[src/design/rsi_pkg.sv]
package rsi_pkg;

  // fraction bits of the direction format
  localparam int DIR_FRAC = 30;

  // datapath widths
  localparam int B_W    = 36;
  localparam int T_W    = 72;
  localparam int ROOT_W = 36;
  localparam int REM_W  = 40;

  // square root pipeline: bits of root resolved per stage
  localparam int SQRT_STEPS  = 4;
  localparam int SQRT_STAGES = ROOT_W / SQRT_STEPS;

  // register indexes
  localparam logic [1:0] REG_CENTER_X = 2'd0;
  localparam logic [1:0] REG_CENTER_Y = 2'd1;
  localparam logic [1:0] REG_CENTER_Z = 2'd2;
  localparam logic [1:0] REG_RADIUS_SQ = 2'd3;

  // side data carried along the square root pipeline
  typedef struct packed {
    logic signed [B_W-1:0] b;
    logic signed [31:0]    min_dist;
    logic signed [31:0]    max_dist;
    logic                  neg;
  } rsi_side_t;

endpackage

[src/design/rsi_sqrt_stage.sv]
module rsi_sqrt_stage #(
  parameter int HI_BIT = 35,
  parameter int STEPS  = 4
) (
  input  logic                      clk,
  input  logic                      rst_n,
  input  logic                      in_valid,
  input  rsi_pkg::rsi_side_t        in_side,
  input  logic [rsi_pkg::T_W-1:0]   in_t,
  input  logic [rsi_pkg::REM_W-1:0] in_rem,
  input  logic [rsi_pkg::ROOT_W-1:0] in_root,
  output logic                      out_valid,
  output rsi_pkg::rsi_side_t        out_side,
  output logic [rsi_pkg::T_W-1:0]   out_t,
  output logic [rsi_pkg::REM_W-1:0] out_rem,
  output logic [rsi_pkg::ROOT_W-1:0] out_root
);
  import rsi_pkg::*;

  logic [REM_W-1:0]  rem_nxt;
  logic [ROOT_W-1:0] root_nxt;

  // restoring square root, two radicand bits per step
  always_comb begin
    logic [REM_W-1:0] trial;
    rem_nxt  = in_rem;
    root_nxt = in_root;
    trial    = '0;
    for (int j = 0; j < STEPS; j++) begin
      rem_nxt = {rem_nxt[REM_W-3:0], in_t[2*(HI_BIT-j)+1 -: 2]};
      trial   = {{(REM_W-ROOT_W-2){1'b0}}, root_nxt, 2'b01};
      if (rem_nxt >= trial) begin
        rem_nxt  = rem_nxt - trial;
        root_nxt = {root_nxt[ROOT_W-2:0], 1'b1};
      end else begin
        root_nxt = {root_nxt[ROOT_W-2:0], 1'b0};
      end
    end
  end

  // valid bit
  always_ff @(posedge clk) begin
    if (!rst_n) begin
      out_valid <= 1'b0;
    end else begin
      out_valid <= in_valid;
    end
  end

  // payload
  always_ff @(posedge clk) begin
    out_side <= in_side;
    out_t    <= in_t;
    out_rem  <= rem_nxt;
    out_root <= root_nxt;
  end

endmodule

[config.mk]
export PLATFORM = sky130hd
export DESIGN_NAME = rsi_sqrt_stage
export DESIGN_NICKNAME = d
export VERILOG_FILES = /design/src/design/rsi_pkg.sv /design/src/design/rsi_sqrt_stage.sv
export SDC_FILE = /design/constraint.sdc
export NUM_CORES = 1
export LEC_CHECK = 0
export BUFFER_PORTS_ARGS = -buffer_cell sky130_fd_sc_hd__clkbuf_2
export CAP_MARGIN = 20
export CORE_AREA = 2 2 196 198
export DETAILED_ROUTE_END_ITERATION = 16
export DIE_AREA = 0 0 198 200
export HOLD_SLACK_MARGIN = 0.02
export MAX_ROUTING_LAYER = met4
export PLACE_DENSITY = 0.68
export SLEW_MARGIN = 20
export SYNTH_ARGS = -nofsm -noshare
export SYNTH_HDL_FRONTEND = slang
export SYNTH_SLANG_ARGS = --single-unit
[constraint.sdc]
create_clock -name clk -period 17.38 [get_ports clk]
set_input_delay 3.476 -clock clk [delete_from_list [all_inputs] [get_ports clk]]
set_output_delay 3.476 -clock clk [all_outputs]
set_load 0.05 [all_outputs]
---- Word-level counts from Yosys, hierarchy flattened ----
Index checks and enable logic that the tools add are counted.
word-level totals
  input bits .............................. 252
  register bits ........................... 250
  logic and storage cells ................. 24
  output and inout bits ................... 250
operators by class
  muxes and demuxes ....................... 8
  add/sub/neg operators ................... 4
  order comparisons ....................... 4
operators by type and width
  operator                                                        number
  40-bit by 38-bit greater-or-equal comparator with 1-bit output  4
  38-bit two-way mux                                              3
  38-bit subtractor                                               3
  40-bit two-way mux                                              1
  40-bit by 38-bit subtractor with 40-bit output                  1
  1-bit two-way mux                                               4

---- Longest topological paths before layout ----
  word-level depth ........................ 8
  mapped depth ............................ 65
  depth with buffers taken out ............ 59

---- Worst setup path before layout ----
Ideal clock, no wire load.
  path type ............................... input to register
  start ................................... input in_root[6] in the netlist's numbering
  end ..................................... register out_rem[29] in the netlist's numbering
  stages on the path ...................... 58
  slack ................................... 2.791 ns
  arrival ................................. 14.468 ns
  cells stage by stage .................... inv_1 -> ha_1 -> a21o_1 -> a31o_1 -> a221o_1 -> a21o_1 -> a31o_1 -> a21oi_1 -> nor2b_1 -> o21ai_0 -> nand2b_1 -> xnor2_1 -> a21oi_1 -> ha_1 -> nand2_1 -> nor4_4 -> and3_1 -> nand3b_1 -> [22 not listed] -> mux2_2 -> ha_1 -> clkbuf_1 -> a21o_1 -> a21o_1 -> a21oi_1 -> a21boi_0 -> o21ai_0 -> a21o_1 -> a21oi_1 -> o21a_1 -> o21ai_0 -> a21oi_1 -> o22ai_1 -> a2111oi_4 -> buf_6 -> inv_4 -> mux2_4
between the ends
  word-level cells in the longest chain between the ends .. 8
  elaborated cells on any way between the ends .. 15
  classes of those cells .................. add/sub: 4; order compare: 4; mux: 7
ends and longest elaborated chain
  item                                                                                                                                     RTL line                                    source
  start: declaration                                                                                                                       rsi_sqrt_stage.sv:11                        input logic [rsi_pkg::ROOT_W-1:0] in_root,
  38-bit subtractor / 40-bit by 38-bit greater-or-equal comparator with 1-bit output (equally long branches)                               rsi_sqrt_stage.sv:33, rsi_sqrt_stage.sv:32
  38-bit two-way mux / 1-bit two-way mux (equally long branches)                                                                           rsi_sqrt_stage.sv:32                        if (rem_nxt >= trial) begin
  40-bit by 38-bit greater-or-equal comparator with 1-bit output *                                                                         rsi_sqrt_stage.sv:32
  1-bit two-way mux *                                                                                                                      rsi_sqrt_stage.sv:32
  net root_nxt[2]                                                                                                                          rsi_sqrt_stage.sv:21                        logic [ROOT_W-1:0] root_nxt;
  38-bit subtractor / 40-bit by 38-bit greater-or-equal comparator with 1-bit output (equally long branches)                               rsi_sqrt_stage.sv:33, rsi_sqrt_stage.sv:32
  38-bit two-way mux / 1-bit two-way mux (equally long branches)                                                                           rsi_sqrt_stage.sv:32
  40-bit by 38-bit subtractor with 40-bit output / 40-bit by 38-bit greater-or-equal comparator with 1-bit output (equally long branches)  rsi_sqrt_stage.sv:33, rsi_sqrt_stage.sv:32
  40-bit two-way mux *                                                                                                                     rsi_sqrt_stage.sv:32
  net rem_nxt[29]                                                                                                                          rsi_sqrt_stage.sv:20                        logic [REM_W-1:0] rem_nxt;
  end signal: assignment                                                                                                                   rsi_sqrt_stage.sv:54                        out_rem <= rem_nxt;
  end: declaration                                                                                                                         rsi_sqrt_stage.sv:15                        output logic [rsi_pkg::REM_W-1:0] out_rem,
The timed path passes the listed nets; every way through them passes the cells marked *.
A chain may end at the register's enable or synchronous reset.

---- Worst setup path after layout ----
  start ................................... input in_root[19] in the netlist's numbering
  end ..................................... register out_rem[8] in the netlist's numbering
between the ends
  word-level cells in the longest chain between the ends .. 8
  elaborated cells on any way between the ends .. 15
  classes of those cells .................. add/sub: 4; order compare: 4; mux: 7
ends and longest elaborated chain
  item                                                                                                                                     RTL line
  38-bit subtractor / 40-bit by 38-bit greater-or-equal comparator with 1-bit output (equally long branches)                               rsi_sqrt_stage.sv:33, rsi_sqrt_stage.sv:32
  38-bit two-way mux / 1-bit two-way mux (equally long branches)                                                                           rsi_sqrt_stage.sv:32
  38-bit subtractor / 40-bit by 38-bit greater-or-equal comparator with 1-bit output (equally long branches)                               rsi_sqrt_stage.sv:33, rsi_sqrt_stage.sv:32
  38-bit two-way mux / 1-bit two-way mux (equally long branches)                                                                           rsi_sqrt_stage.sv:32
  40-bit by 38-bit greater-or-equal comparator with 1-bit output / 38-bit subtractor (equally long branches)                               rsi_sqrt_stage.sv:32, rsi_sqrt_stage.sv:33
  38-bit two-way mux / 1-bit two-way mux (equally long branches)                                                                           rsi_sqrt_stage.sv:32
  40-bit by 38-bit subtractor with 40-bit output / 40-bit by 38-bit greater-or-equal comparator with 1-bit output (equally long branches)  rsi_sqrt_stage.sv:33, rsi_sqrt_stage.sv:32
  40-bit two-way mux *                                                                                                                     rsi_sqrt_stage.sv:32
  net rem_nxt[8]                                                                                                                           rsi_sqrt_stage.sv:20
Marked as above.

==> reports/results.ini <==
[run_status]
outcome=finished, final reports clean

[cts]
clk_pin_slew_ns=0.06
cts_root_buffer=clkbuf_16
cts_made_buffers=26
clockBufferDepth=3
clock_sinks=250
cts_max_level=1
postCtsSetupBuffers=0
cts_tree=built
cts-resized-gates=0
holdBufCountCts=0

[yosys]
synth_largest_area_cell=dfxtp_1
ys_warn_count=0
synth_area_leaders=dfxtp_1, ha_1, a21oi_1
synth_flop_cell=dfxtp_1
synthArstFlopShare_pct=0
ys_seq_elements=250
synth_commonest_cells=dfxtp_1, a21oi_1, nor2_1
syn-num-nets=2277
syn_inst=1873
synth.most_common_cell=dfxtp_1
synth_edf_count=0
netlist_area_um2=15600
synth-seq-area-share_pct=32.1
synth.top_cell.area_share_pct=32.1
synth_area_per_cell_um2=8.32
synth_cell_types=93

[global_routing]
antenna_found_initial=9
track_usage_pct=33.6
grt_pass1_wl_um=96100
grt_max_degree=43
grt_pass1_vias=15400
grt_overflow=0

[setup_path]
critPathLaunchType=input port
cpMostUsedCell=a21oi_1
required_ns=17.81
crit_path_max_fanout=42
slowest_stage=ha_1
endpoint_kind=register
worstSetupPathType=input port to register
max_stage_delay_ns=0.52
crit_arrival_ns=16.12

[pwr]
p_leak_nw=9.75
power.density_nw_per_um2=253
ir_drop_mv=0.231

[sta]
setup_viol=0
rsz0062_at_grt=false
finalSetupTns_ns=0
whs_ns=3.02
worst_pin_slew_ns=0.672
hold_viol_final=0
slew_headroom_pct=55.0
period_share_pct=90.3
max_freq_mhz=63.8
slew_violations=0
fin_crit_ns=15.69

[routing]
detail_route.wl_per_cell_um=23.1
vias=16000
route.antenna.remaining_nets=0
dr.pass1.iters=5
drc=0
drt-initial-drc-count=1027
routed_via_density=5.50
wirelength_um=67300

[placed_design]
dp_hpwl_um=57000
gp_congestion=0.963
port_buffers=499
dp.cells=2862

[finish]
final_layout_size_suffix_gt1_share_pct=27.2
area_growth_pct=26.0
instances_no_fill=2913
post-route-util_pct=52.5
nNetsFinal=2783

[floorplan]
core_um2=37400
start_util_pct=41.7
rows=71
die_area_um2=39600
pin_count=502
dieWidth_um=198
die_y_um=200

[hold_path]
hp-class=input port to register

[flow_run]
maxCapViolCount=0

==> critical path: cells and delay by family <==
kind	cells	cell delay (ns)
AO/OA/AOI/OAI	26	5.53
AND/OR/NAND/NOR	16	3.26
multiplexers	1	0.37
buffers and inverters	8	1.87
adder cells (fa/ha/maj)	4	1.57
==> kinds of logic after synthesis <==
| kind of cell | count (synthesis) | share of synthesized area [%] |
|---|---|---|
| mux | 28 | 2.17 |
| xor+xnor | 141 | 7.93 |
| simple gates | 522 | 15.6 |
| fa+ha+maj | 152 | 12.2 |
| buf+inv | 154 | 4.02 |
| compound gates | 626 | 25.9 |
| flops | 250 | 32.1 |
==> registers in the layout (all words and copies together), names as in the netlist <==
signal	count
out_root	36
out_t	72
out_valid	1
out_rem	40
out_side	101
==> final timing paths <==
check	end	from	cells after the start	slack, ns
max	out_rem[8]	in_root[19]	55	1.69
min	out_t[7]	in_t[7]	1	3.02
==> area by class of cell <==
type / instances / area [um2]
repair buffers: 545 / 2870
fillers: 3680 / 17800
well taps: 511 / 639
flip-flops and latches: 250 / 5000
clock inverters: 9 / 92.6
diodes: 8 / 20.0
clock buffers: 34 / 721
inverters: 87 / 333
multi-input cells: 1469 / 9950
==> cells in the final DEF, fill, tap and decap left out, drive strengths merged, types with 86 or more instances in the layout <==
cell type and n:
nor2 167, clkbuf 533, a21oi 220, inv 86, ha 152, nand2 166, o21ai 129, xnor2 95
a21o 111, dfxtp 250
==> power breakdown <==
group / total, mW / internal, mW / leakage, nW / switching, mW
logic: 3.70 / 1.46 / 7.25 / 2.23
registers: 0.720 / 0.686 / 2.11 / 0.0339
clock network: 0.541 / 0.306 / 0.391 / 0.236
==> per-layer routing <==
layer / GRT usage (%) / vias up / share of wire, %
li1: - / 7737 / -
met3: 6.84 / 160 / 6.9
met4: 15.9 / 0 / 4.8
met5: - / - / 0
met1: 39.9 / 7515 / 42
met2: 54.7 / 619 / 47
==> metrics by stage <==
stage | setup slack, ns | power (mW) | instance area [um2]
floorplan | 2.79 | 3.39 | 15600
global placement | 1.42 | 4.33 | 18800
detailed placement | 1.36 | 4.36 | 18800
CTS | 1.88 | 4.93 | 19600
global route | 0.680 | 5.32 | 19600
finish | 1.69 | 4.96 | 19600
Note: power is estimated with default switching activity, not from simulation.
